`config.mk`:
```
export PLATFORM = sky130hd
export DESIGN_NAME = ir_pulse_distance_frame_encoder
export DESIGN_NICKNAME = d
export VERILOG_FILES = /design/src/sv/irpd_pkg.sv /design/src/sv/irpd_regs.sv /design/src/sv/ir_pulse_distance_frame_encoder.sv
export VERILOG_INCLUDE_DIRS = /design/src /design/src/sv
export SDC_FILE = /design/constraint.sdc
export NUM_CORES = 1
export LEC_CHECK = 0
export ABC_AREA = 1
export CAP_MARGIN = 20
export CORE_ASPECT_RATIO = 1.5
export CORE_MARGIN = 3
export CORE_UTILIZATION = 65
export DETAILED_ROUTE_END_ITERATION = 8
export DONT_BUFFER_PORTS = 1
export GPL_TIMING_DRIVEN = 0
export PLACE_DENSITY = 0.81
export SLEW_MARGIN = 20
export SYNTH_ARGS = -nofsm -noshare
export SYNTH_HDL_FRONTEND = slang
export SYNTH_HIERARCHICAL = 1
export SYNTH_SLANG_ARGS = --single-unit
```
`constraint.sdc`:
```
create_clock -name clk -period 15 [get_ports clk]
set_input_delay 3.75 -clock clk [delete_from_list [all_inputs] [get_ports clk]]
set_output_delay 3.75 -clock clk [all_outputs]
set_load 0.005 [all_outputs]
```
`src/sv/ir_pulse_distance_frame_encoder_assert.svh`:
```
// assertion macros for the pulse distance frame encoder
`ifndef IR_PULSE_DISTANCE_FRAME_ENCODER_ASSERT_SVH
`define IR_PULSE_DISTANCE_FRAME_ENCODER_ASSERT_SVH

// implication or plain property checked on every clock edge out of reset
`define IRPD_ASSERT(lbl, prop, msg) \
	lbl: assert property (@(posedge clk) disable iff (!arst_n) prop) else $error(msg);

// condition that must never be seen
`define IRPD_ASSERT_NEVER(lbl, cond, msg) \
	lbl: assert property (@(posedge clk) disable iff (!arst_n) !(cond)) else $error(msg);

`endif

```
`src/sv/irpd_pkg.sv`:
```
package irpd_pkg;

	localparam int TICK_W     = 15;
	localparam int PAIR_W     = 30;
	localparam int APB_ADDR_W = 5;
	localparam int APB_DATA_W = 32;
	localparam int ITEM_IDX_W = 6;

	localparam logic [ITEM_IDX_W-1:0] IDX_LEADER  = 6'd0;
	localparam logic [ITEM_IDX_W-1:0] IDX_TRAILER = 6'd49;
	localparam logic [ITEM_IDX_W-1:0] IDX_TERM    = 6'd50;

	localparam logic [7:0] BYTE_MASK = 8'hFF;

	typedef enum logic [2:0] {
		REG_MODE    = 3'd0,
		REG_LEADER  = 3'd1,
		REG_ZERO    = 3'd2,
		REG_ONE     = 3'd3,
		REG_TRAILER = 3'd4
	} reg_idx_t;

	typedef struct packed {
		logic              inverse;
		logic              extended;
		logic [PAIR_W-1:0] leader_ticks;
		logic [PAIR_W-1:0] zero_ticks;
		logic [PAIR_W-1:0] one_ticks;
		logic [PAIR_W-1:0] trailer_ticks;
	} cfg_t;

endpackage

```
`src/sv/irpd_regs.sv`:
```
module irpd_regs
	import irpd_pkg::*;
(
	input  logic                  clk,
	input  logic                  arst_n,
	input  logic                  psel,
	input  logic                  penable,
	input  logic                  pwrite,
	input  logic [APB_ADDR_W-1:0] paddr,
	input  logic [APB_DATA_W-1:0] pwdata,
	output logic [APB_DATA_W-1:0] prdata,
	output logic                  pready,
	output cfg_t                  cfg
);

	cfg_t     cfg_q;
	reg_idx_t reg_idx;
	logic     wr_en;

	assign pready  = 1'b1;
	assign reg_idx = reg_idx_t'(paddr[APB_ADDR_W-1:2]);
	assign wr_en   = psel & penable & pwrite;
	assign cfg     = cfg_q;

	always_ff @(posedge clk or negedge arst_n) begin
		if (!arst_n) begin
			cfg_q <= '0;
		end else if (wr_en) begin
			case (reg_idx)
				REG_MODE: begin
					cfg_q.inverse  <= pwdata[0];
					cfg_q.extended <= pwdata[1];
				end
				REG_LEADER:  cfg_q.leader_ticks  <= pwdata[PAIR_W-1:0];
				REG_ZERO:    cfg_q.zero_ticks    <= pwdata[PAIR_W-1:0];
				REG_ONE:     cfg_q.one_ticks     <= pwdata[PAIR_W-1:0];
				REG_TRAILER: cfg_q.trailer_ticks <= pwdata[PAIR_W-1:0];
				default: ;
			endcase
		end
	end

	// read mux, unmapped addresses read zero
	always_comb begin
		prdata = '0;
		case (reg_idx)
			REG_MODE:    prdata = {{(APB_DATA_W-2){1'b0}}, cfg_q.extended, cfg_q.inverse};
			REG_LEADER:  prdata = {{(APB_DATA_W-PAIR_W){1'b0}}, cfg_q.leader_ticks};
			REG_ZERO:    prdata = {{(APB_DATA_W-PAIR_W){1'b0}}, cfg_q.zero_ticks};
			REG_ONE:     prdata = {{(APB_DATA_W-PAIR_W){1'b0}}, cfg_q.one_ticks};
			REG_TRAILER: prdata = {{(APB_DATA_W-PAIR_W){1'b0}}, cfg_q.trailer_ticks};
			default:     prdata = '0;
		endcase
	end

endmodule

```
`src/sv/ir_pulse_distance_frame_encoder.sv`:
```
// Pulse distance infrared frame encoder. One transfer on the item channel
// (16-bit address, 32-bit command) becomes 51 pulse transfers on the pulse
// channel: a leader, 48 data symbols (address then command, lsb first), an
// end mark and an all-zero terminator flagged last_item. Mark and space tick
// counts per symbol come from the registers at byte addresses 0x00 (mode),
// 0x04 (leader), 0x08 (zero), 0x0c (one) and 0x10 (trailer); each packs the
// mark in bits 14:0 and the space in bits 29:15. Mode bit 0 swaps the levels,
// mode bit 1 turns off the byte/complement checks; with it clear, a frame
// that fails a check yields one transfer with bad_frame and last_item set.
// One pulse leaves the output register per cycle while pulse_ready is
// high. The next item is taken in the same cycle its predecessor's last
// pulse enters the output register, so frames stream with no gap. The
// user must write registers only while the block is idle; the block
// itself does not enforce it.
module ir_pulse_distance_frame_encoder
	import irpd_pkg::*;
(
	input  logic                  clk,
	input  logic                  arst_n,
	// configuration port
	input  logic                  psel,
	input  logic                  penable,
	input  logic                  pwrite,
	input  logic [APB_ADDR_W-1:0] paddr,
	input  logic [APB_DATA_W-1:0] pwdata,
	output logic [APB_DATA_W-1:0] prdata,
	output logic                  pready,
	// item channel
	input  logic                  item_valid,
	output logic                  item_ready,
	input  logic [15:0]           address,
	input  logic [31:0]           command,
	// pulse channel
	output logic                  pulse_valid,
	input  logic                  pulse_ready,
	output logic                  first_level,
	output logic [TICK_W-1:0]     first_ticks,
	output logic                  second_level,
	output logic [TICK_W-1:0]     second_ticks,
	output logic                  bad_frame,
	output logic                  last_item
);

`include "ir_pulse_distance_frame_encoder_assert.svh"

	cfg_t cfg;

	irpd_regs u_regs (
		.clk     (clk),
		.arst_n  (arst_n),
		.psel    (psel),
		.penable (penable),
		.pwrite  (pwrite),
		.paddr   (paddr),
		.pwdata  (pwdata),
		.prdata  (prdata),
		.pready  (pready),
		.cfg     (cfg)
	);

	// frame state: payload shifts right once per data symbol
	logic                  busy_q;
	logic                  bad_q;
	logic [ITEM_IDX_W-1:0] idx_q;
	logic [47:0]           payload_q;

	// output register
	logic              out_valid_q;
	logic              first_level_q;
	logic [TICK_W-1:0] first_ticks_q;
	logic              second_level_q;
	logic [TICK_W-1:0] second_ticks_q;
	logic              bad_frame_q;
	logic              last_item_q;

	logic              item_fire;
	logic              gen_fire;
	logic              gen_last;
	logic              check_fail;
	logic              is_data;
	logic [PAIR_W-1:0] sym;

	logic              nx_first_level;
	logic [TICK_W-1:0] nx_first_ticks;
	logic              nx_second_level;
	logic [TICK_W-1:0] nx_second_ticks;
	logic              nx_bad_frame;
	logic              nx_last_item;

	// each byte pair must be a byte followed by its complement
	assign check_fail = !cfg.extended &&
		((address[7:0]   != (~address[15:8]  & BYTE_MASK)) ||
		 (command[23:16] != (~command[31:24] & BYTE_MASK)) ||
		 (command[7:0]   != (~command[15:8]  & BYTE_MASK)));

	// one pulse per cycle whenever the output register is free or drains
	assign gen_fire   = busy_q && (!out_valid_q || pulse_ready);
	assign gen_last   = bad_q || (idx_q == IDX_TERM);
	assign item_ready = !busy_q || (gen_fire && gen_last);
	assign item_fire  = item_valid && item_ready;
	assign is_data    = (idx_q != IDX_LEADER) && (idx_q < IDX_TRAILER);

	// symbol selection for the current pulse
	always_comb begin
		sym             = '0;
		nx_first_level  = !cfg.inverse;
		nx_second_level = cfg.inverse;
		nx_bad_frame    = 1'b0;
		nx_last_item    = 1'b0;
		case (idx_q)
			IDX_LEADER:  sym = cfg.leader_ticks;
			IDX_TRAILER: sym = cfg.trailer_ticks;
			IDX_TERM: begin
				// terminator is all zero whatever the level mode
				nx_first_level  = 1'b0;
				nx_second_level = 1'b0;
				nx_last_item    = 1'b1;
			end
			default:     sym = payload_q[0] ? cfg.one_ticks : cfg.zero_ticks;
		endcase
		if (bad_q) begin
			sym             = '0;
			nx_first_level  = 1'b0;
			nx_second_level = 1'b0;
			nx_bad_frame    = 1'b1;
			nx_last_item    = 1'b1;
		end
		nx_first_ticks  = sym[TICK_W-1:0];
		nx_second_ticks = sym[PAIR_W-1:TICK_W];
	end

	always_ff @(posedge clk or negedge arst_n) begin
		if (!arst_n) begin
			busy_q <= 1'b0;
			bad_q  <= 1'b0;
			idx_q  <= '0;
		end else if (item_fire) begin
			busy_q <= 1'b1;
			bad_q  <= check_fail;
			idx_q  <= IDX_LEADER;
		end else if (gen_fire) begin
			if (gen_last) begin
				busy_q <= 1'b0;
			end else begin
				idx_q <= idx_q + 1'b1;
			end
		end
	end

	always_ff @(posedge clk) begin
		if (item_fire) begin
			payload_q <= {command, address};
		end else if (gen_fire && is_data) begin
			payload_q <= {1'b0, payload_q[47:1]};
		end
	end

	always_ff @(posedge clk or negedge arst_n) begin
		if (!arst_n) begin
			out_valid_q <= 1'b0;
		end else if (gen_fire) begin
			out_valid_q <= 1'b1;
		end else if (pulse_ready) begin
			out_valid_q <= 1'b0;
		end
	end

	always_ff @(posedge clk) begin
		if (gen_fire) begin
			first_level_q  <= nx_first_level;
			first_ticks_q  <= nx_first_ticks;
			second_level_q <= nx_second_level;
			second_ticks_q <= nx_second_ticks;
			bad_frame_q    <= nx_bad_frame;
			last_item_q    <= nx_last_item;
		end
	end

	assign pulse_valid  = out_valid_q;
	assign first_level  = first_level_q;
	assign first_ticks  = first_ticks_q;
	assign second_level = second_level_q;
	assign second_ticks = second_ticks_q;
	assign bad_frame    = bad_frame_q;
	assign last_item    = last_item_q;

	`IRPD_ASSERT(a_bad_is_last, (pulse_valid && bad_frame) |-> last_item, "error pulse not last")
	`IRPD_ASSERT(a_term_zero, (pulse_valid && last_item && !bad_frame) |-> (first_ticks == '0 && second_ticks == '0 && !first_level && !second_level), "terminator not all zero")
	`IRPD_ASSERT(a_idle_after_last, (gen_fire && gen_last && !item_fire) |=> !busy_q, "frame state busy after terminator")
	`IRPD_ASSERT_NEVER(a_idx_range, busy_q && (idx_q > IDX_TERM), "pulse index past terminator")

endmodule
```
After elaboration in Yosys (flattened, before gate mapping)
Index checks and enable logic that the tools add are counted.
{ "totals": {"in_bits": 92, "regBits": 213, "out_inout_bits": 69, "wordCells": 79} }
{ "classes": {"eq_ne": 10, "bitwise": 5, "order_cmp": 1, "mux": 15, "reduce_logical": 30, "addsub": 1} }
{ "ops": {"columns": ["op", "count"], "rows": [
  ["case mux 30 bit (5 select lines)", 1],
  ["2-to-1 mux 48 bit", 2],
  ["case mux 30 bit (3 select lines)", 1],
  ["2-to-1 mux 30 bit", 1],
  ["!= test 8 bit", 3],
  ["NOT 8 bit", 3],
  ["2-to-1 mux 6 bit", 3],
  ["AND reduction 2 bit", 7],
  ["== test 6 bit, second input constant", 2],
  ["nonzero test 2 bit", 4],
  ["2-to-1 mux 1 bit", 7],
  ["adder 6 x 1 -> 6 bit, second input constant", 1],
  ["== test 3 x 2 -> 1 bit, second input constant", 2],
  ["logical AND 1 bit", 6],
  ["zero test 6 bit", 1],
  ["< comparator 6 bit, second input constant", 1],
  ["nonzero test 6 bit", 1],
  ["logical OR 1 bit", 5],
  ["zero test 1 bit", 4],
  ["== test 3 x 1 -> 1 bit, second input constant", 1],
  ["== test 3 bit, second input constant", 1],
  ["zero test 3 bit", 1],
  ["bitwise AND 1 bit", 2],
  ["!= test 2 bit, second input constant", 1],
  ["OR reduction 2 bit", 1]
]} }

Longest topological paths before layout
Gate-level depths: netlist (run 1).
{ "depth": {"depth_word": 8, "mapped_depth": 11, "ltp_nobuf": 10} }

By module
The synthesis (run 1) kept the hierarchy.
{ "modules_own_cells": {"columns": ["mod", "n_inst", "area_each_um2", "seq_area_each_um2", "cells_each"], "rows": [
  ["irpd_regs", 1, 5839.4, 3052.9, 731],
  ["ir_pulse_distance_frame_encoder", 1, 5246.3, 2687.6, 641]
]} }

Worst setup path after synthesis (run 1)
OpenSTA, ideal clock, no wires.
{ "synth_path": {"path_kind": "input port to flip-flop", "from": "input pulse_ready", "to": "register payload_q[0], enable pin", "arrival_ns": 8.198, "setup_time_ns": 0.520, "setup_slack_ns": 6.282, "t_required_ns": 14.480, "n_path_buf": 0, "cell_stages": 6, "cell_sequence": "inv_1 nand2_1 nand2_1 inv_1 nand2_1 o21ai_0"} }
{ "synth_via": {"elab_chain_len": 6, "word_cells_on_any_way": 7, "classes_between": "7 x reduce/logical"} }
{ "synth_rtl": {"columns": ["element", "line_no", "source"], "rows": [
  ["start: declaration", "ir_pulse_distance_frame_encoder.sv:35", "input logic pulse_ready,"],
  ["logical OR 1 bit (*)", "ir_pulse_distance_frame_encoder.sv:97", "assign gen_fire = busy_q && (!out_valid_q || pulse_ready);"],
  ["logical AND 1 bit (*)", "ir_pulse_distance_frame_encoder.sv:97", null],
  ["named net gen_fire", "ir_pulse_distance_frame_encoder.sv:77", "logic gen_fire;"],
  ["logical AND 1 bit", "ir_pulse_distance_frame_encoder.sv:99", "assign item_ready = !busy_q || (gen_fire && gen_last);"],
  ["logical OR 1 bit", "ir_pulse_distance_frame_encoder.sv:99", null],
  ["logical AND 1 bit", "ir_pulse_distance_frame_encoder.sv:100", "assign item_fire = item_valid && item_ready;"],
  ["nonzero test 2 bit (no line) (*)", null, null],
  ["end signal: assignment", "ir_pulse_distance_frame_encoder.sv:152", "payload_q <= {command, address};"],
  ["end signal: assignment", "ir_pulse_distance_frame_encoder.sv:154", "payload_q <= {1'b0, payload_q[47:1]};"],
  ["end: declaration", "ir_pulse_distance_frame_encoder.sv:65", "logic [47:0] payload_q;"]
]} }
The timed path passes the listed nets; every way through them passes the cells marked *.
A chain may end at the register's enable or synchronous reset.

Final worst setup path (run 1)
{ "layout_path": {"from": "input paddr[3]", "to": "output prdata[18]"} }
{ "layout_via": {"elab_chain_len": 2, "word_cells_on_any_way": 6, "classes_between": "4 x eq/ne; 1 x mux; 1 x reduce/logical"} }
{ "layout_rtl": {"columns": ["element", "line_no", "source"], "rows": [
  ["start: declaration", "ir_pulse_distance_frame_encoder.sv:24", "input logic [APB_ADDR_W-1:0] paddr,"],
  ["== test 3 bit (tied with other cells)", "irpd_regs.sv:46", "case (reg_idx)"],
  ["case mux 30 bit (5 select lines) (*)", "irpd_regs.sv:46", null],
  ["end: declaration", "ir_pulse_distance_frame_encoder.sv:26", "output logic [APB_DATA_W-1:0] prdata,"]
]} }
Every way passes the cells marked *; elsewhere a longest branch is shown, timed or not.

==> results of run 1 <==
-- cells in the final DEF, fill, tap and decap left out, types with 12 or more instances in the layout --
master and count:
nand2_1 470, dfrtp_1 131, nand4_1 118, o21ai_1 103, nand3_1 98, o21ai_0 82
edfxtp_1 82, inv_1 75, clkbuf_1 71, nor2_1 32, a31oi_1 30, buf_2 21
clkbuf_16 21, buf_4 16, buf_1 12
-- layer usage --
| layer | global-route usage [%] | wire length (um) |
|---|---|---|
| met2 | 61.8 | 16800 |
| met3 | 12.0 | 4790 |
| met1 | 43.5 | 11700 |
| met4 | 22.6 | 2940 |
| met5 | 0 | 0 |
-- cells by family (layout without fill, tap and decap cells) --
logic type	count (synthesis)	count (layout)
AND/OR/NAND/NOR	732	732
other	2	3
XOR/XNOR	9	9
flip-flops	213	213
AO/OA/AOI/OAI	221	221
buffers and inverters	190	230
adder cells (fa/ha/maj)	5	5
-- registers in the layout, summed over array words and instances, names as in the netlist --
| signal | count |
|---|---|
| idx_q | 6 |
| second_ticks | 15 |
| last_item | 1 |
| first_ticks | 15 |
| payload_q | 48 |
| bad_q | 1 |
| u_regs/cfg | 122 |
| second_level | 1 |
| bad_frame | 1 |
| first_level | 1 |
| pulse_valid | 1 |
| busy_q | 1 |
-- power by group --
group	internal [uW]	leakage, uW	switching (uW)	total (uW)
Clock	282	0.000298	215	497
Combinational	166	0.00258	393	558
Sequential	843	0.00251	104	946
Total	1290	0.00539	711	2000
-- path summary, 6_finish.rpt --
| kind | endpoint | cells past startpoint | startpoint |
|---|---|---|---|
| worst max-delay path | prdata[18] | 5 | paddr[3] |
| worst min-delay path | u_regs/cfg[4] | 2 | u_regs/cfg[4] |
| worst max register to register | payload_q[12] | 8 | idx_q[0] |
| worst min register to register | u_regs/cfg[4] | 2 | u_regs/cfg[4] |
| max in group asynchronous | u_regs/cfg[78] | 0 | arst_n |
| min in group asynchronous | u_regs/cfg[98] | 0 | arst_n |
-- stage by stage --
step | total power [uW] | utilization, % | hold slack (ps)
2_1_floorplan | 1290 | - | 473
3_3_place_gp | 1460 | 68.9 | 488
3_5_place_dp | 1490 | 69.4 | 495
4_1_cts | 1990 | 73.2 | 509
5_1_grt | 2100 | 73.2 | 539
6_report | 2000 | 73.2 | 510
-- area by class of cell --
class                           count  area share [%]
Sequential cell                   213            47.6
Multi-Input combinational cell    970            37.7
Inverter                           79            2.48
Buffer                            111            4.30
Clock inverter                      4           0.343
Clock buffer                       33            4.82
Tap cell                          206            2.14
Timing Repair Buffer                3           0.623
-- worst max-delay path, delay by kind of cell --
family        cells  cell delay [ps]
simple gates      3              600
buf+inv           2              880
==> metrics.cfg, run 1 <==
[status]
status = finished with violations
violations = DRC

[sta]
slew_headroom_pct = 38.5
fin_crit_ps = 8980
finalCritPeriodShare_pct = 59.9
fmax_ghz = 0.111
rsz0062_at_grt = no
fin_ws_ps = 6020
fin_tns_setup_ps = 0
fin_skew_ps = 9.39
finalSetupViolations = 0
slew_violations = 0
final-hold-violation-count = 0
worstMarginPinSlew_ps = 923

[synthesis]
synth_seq_area_share_pct = 51.8
synth_top_family_by_area = simple AND/OR/NAND/NOR gates
syn_area_um2 = 11100
synthCells = 1372
yosysTopAreaCell = dfrtp_1
synth_cell_types = 31
synth_simple_gate_area_share_pct = 29.1
syn_avg_cell_area_um2 = 8.08
synth_area_leaders = dfrtp_1 30%, edfxtp_1 22%, nand2_1 16%
synthFlopType = dfrtp_1
synth_most_common_cell = nand2_1
synth-seq-cells = 213
synth_compound_area_share_pct = 10.4
synth_xor_area_share_pct = 0.711
synth-edff-count = 82
synth_commonest_cells = 470 x nand2_1, 131 x dfrtp_1, 118 x nand4_1
yosysWarningCount = 6
yosys.area_share.adder_pct = 0.564
synth_mux_area_share_pct = 0
synth-async-reset-ratio_pct = 61.5
yosys.area.top_type_share_pct = 29.6

[floorplan]
initial_core_util_pct = 67.3
io_pins = 161
core-area_um2 = 16500
die_w_um = 113
rows = 57
die-area_um2 = 18700
die_y_um = 166

[clock_tree]
cts_buffer_depth = 3
worstSkewPairLatency_ps = 500
numCtsBuffers = 21
holdBufCountCts = 0
cts_tree = done
clk_pin_slew_ps = 60
clkSinkCount = 213
htree_levels = 1
cts_root_buf = clkbuf_16
ctsResizeCount = 0
cts_setup_buffers = 0

[final_layout]
area_delta_synth_final_pct = 8.75
multiInputGateArea_um2 = 4540
nFillCells = 1294
diodes = 0
nNetsFinal = 1496
stdcell_area_um2 = 12100
drive_gt1_share_pct = 5.80
regArea_um2 = 5740
final_cells = 1619

[setup_path]
slowest_stage = buf_1
startpoint_type = input pin
cp.arrival_ps = 5230
critPathMaxFanout = 10
critPathCaptureType = primary output
cp_cell_sequence = buf_4 -> nor2_4 -> buf_1 -> nand3_1 -> nand4_1
cp.required_ps = 11250
r2r_slack_ps = 12240
worstSetupPathType = input pin to primary output
cpPeakStageDelay_ps = 720

[grt]
grtUsageTotal_pct = 37.9
grt_pass1_wl_mm = 55.9
antenna_found_initial = 0
first_global_vias = 10400
grt_max_degree = 132
grt_overflow = 0

[detailed_routing]
postRouteAntennaNets = 0
routed_wl_mm = 36.2
wire_per_inst_um = 22.4
first_pass_iters = 9
drt_iter0_markers = 1653
vias = 10600
drc = 1
via_per_inst = 6.54

[min_path]
hold_path_class = register to register

[pwr]
power_density_nw_per_um2 = 166
peakVddDrop_v = 0.000164
power.leakage_uw = 0.00539

[placed_design]
dp_cells = 1582
io_buffers = 0
dpl.hpwl_mm = 24.3
place_area_um2 = 11400
gp_congestion = 1.01
post-place-ws_ps = 6130

[run]
cap_violations = 0

Note: power is estimated with default switching activity, not from simulation.
==> inputs of run 2 (changes only) <==
CORE_UTILIZATION = 58   (was 65)
PLACE_DENSITY = 0.76   (was 0.81)
clock period = 7.7 ns   (was 15 ns; I/O delays follow)
==> metrics.cfg, run 2 (synthesized netlist as in run 1, its figures left out) <==
[status]
status = finished with violations
violations = DRC

[setup_path]
critPathCaptureType = primary output
cpPeakStageDelay_ps = 680  ; -40 ps
cp.required_ps = 5780  ; -5470 ps
cp.arrival_ps = 3320  ; -1910 ps
slowest_stage = buf_1
worstSetupPathType = input pin to primary output
rr_worst_depth = 8  ; unchanged
cp_cell_sequence = buf_4 -> nor2_4 -> buf_1 -> nand3_1 -> nand4_1
r2r-start = idx_q[0]
startpoint_type = input pin
critPathMaxFanout = 10  ; unchanged
crit_start = paddr[3]

[final_layout]
final_cells = 1665  ; +2.8%
nNetsFinal = 1496  ; unchanged
final_common_cell = nand2_1
largest_reg_flops = 122  ; unchanged
drive_gt1_share_pct = 6.51  ; +0.71 points
final_cell_mix = 470 x nand2_1, 131 x dfrtp_1, 118 x nand4_1
regArea_um2 = 5740  ; unchanged
nFillCells = 1656  ; +28%
diodes = 0  ; unchanged
multiInputGateArea_um2 = 4540  ; unchanged
stdcell_area_um2 = 12200  ; +0.82%
area_delta_synth_final_pct = 9.64

[sta]
fin_skew_ps = 9.15  ; -0.234 ps
finalSetupViolations = 0  ; unchanged
final-hold-violation-count = 0  ; unchanged
slew_headroom_pct = 41.5  ; +3.0 points
slew_violations = 0  ; unchanged
finalCritPeriodShare_pct = 68.1
rsz0062_at_grt = no
fin_tns_setup_ps = 0  ; unchanged
worstMarginPinSlew_ps = 878  ; -45.7 ps
holdWs_ps = 513  ; +3.49 ps
fin_crit_ps = 5250
fmax_ghz = 0.191

[min_path]
hp-start = u_regs/cfg[51]
hold_depth = 2  ; unchanged
hold_path_class = register to register

[clock_tree]
cts_buffer_depth = 3  ; unchanged
clkSinkCount = 213  ; unchanged
cts_root_buf = clkbuf_16
numCtsBuffers = 21  ; unchanged
worstSkewPairLatency_ps = 510  ; about the same
cts_setup_buffers = 0  ; unchanged
cts_tree = done
htree_levels = 1  ; unchanged
clk_pin_slew_ps = 60  ; about the same
ctsResizeCount = 0  ; unchanged
holdBufCountCts = 0  ; unchanged

[detailed_routing]
wire_per_inst_um = 22.4  ; about the same
drt_iter0_markers = 1553  ; -6.0%
routed_wl_mm = 37.2  ; +2.8%
drt-met1-wl_mm = 12.6  ; +8.0%
drc = 1  ; unchanged
postRouteAntennaNets = 0  ; unchanged
routed.top_layer = met4
via_per_inst = 6.42  ; -1.8%
dr_wl_met3_mm = 4.40  ; -8.1%
vias = 10700  ; +0.96%
first_pass_iters = 8  ; -1
wl_met2_mm = 18.0  ; +7.1%

[pwr]
power.total_uw = 3950  ; +97%
p_int_uw = 2540  ; +97%
power_density_nw_per_um2 = 325  ; +96%
switching_share_pct = 35.7  ; +0.19 points
power.leakage_uw = 0.00542  ; +0.60%
pwr-share-clk_pct = 25.6  ; +0.8 points
peakVddDrop_v = 0.000250  ; +53%
power_frac_seq_pct = 46.7  ; -0.6 points
power_frac_comb_pct = 27.7  ; -0.2 points
p_switching_uw = 1410  ; +98%

[placed_design]
io_buffers = 0  ; unchanged
gp_congestion = 0.991  ; -1.7%
dpl.hpwl_mm = 24.8  ; +2.2%
place_area_um2 = 11500  ; +0.50%
dp_cells = 1628  ; +2.9%

[grt]
grtUsageTotal_pct = 34.9  ; -3.0 points
antenna_found_initial = 0  ; unchanged
first_global_vias = 10300  ; -0.90%
grt_overflow = 0  ; unchanged
grt_max_degree = 132  ; unchanged
grt_pass1_wl_mm = 56.8  ; +1.6%

[floorplan]
core-area_um2 = 18600  ; +13%
die_w_um = 119  ; +5.5%
die_y_um = 175  ; +5.6%
io_pins = 161  ; unchanged
die-area_um2 = 20800  ; +12%
rows = 61  ; +7.0%
initial_core_util_pct = 59.5  ; -7.8 points

[run]
cap_violations = 0  ; unchanged

run 2: cell count changes in the layout (fill, tap and decap cells not counted):
cell | before | now
clkbuf_1 | 71 | 63
clkinv_2 | 0 | 6
clkbuf_8 | 1 | 4
clkinv_1 | 3 | 1
clkinvlp_4 | 0 | 1
run 2: power groups by stage:
stage	registers [uW]	clock network [uW]	logic, uW
4_1_cts	1840	1020	1070
6_report	1840	1010	1090
2_1_floorplan	1810	0	699
3_5_place_dp	1860	0	1060
3_3_place_gp	1880	0	976
5_1_grt	1880	1060	1200
run 2: final timing paths:
path / to / slack, ps
max in group asynchronous: u_regs/cfg[92] / 6380
worst min register to register: u_regs/cfg[51] / 510
worst max register to register: payload_q[33] / 4930
min in group asynchronous: u_regs/cfg[106] / 1110
worst min-delay path: u_regs/cfg[51] / 510
worst max-delay path: prdata[4] / 2450
run 2: final cells by class:
class	instances	area share [%]
Buffer	111	4.26
Clock buffer	28	4.87
Clock inverter	9	0.587
Inverter	79	2.46
Multi-Input combinational cell	970	37.4
Sequential cell	213	47.2
Tap cell	252	2.59
Timing Repair Buffer	3	0.618
run 2: per-layer routing:
metal | global-route usage (%) | vias to the layer above
met1 | 41.2 | 4920
met2 | 58.7 | 843
met4 | 18.9 | 0
met3 | 8.67 | 220
met5 | 0 | -
li1 | - | 4707
run 2: critical path: cells and delay by family:
family,cells,cell delay [ps]
buffers and inverters,2,840
AND/OR/NAND/NOR,3,540
run 2: stage by stage:
| stage | util [%] | worst slack [ps] |
|---|---|---|
| floorplan | - | 807 |
| finish | 65.3 | 2450 |
| detailed placement | 61.7 | 2470 |
| CTS | 65.3 | 2470 |
| global route | 65.3 | 2420 |
| global placement | 61.2 | -993 |
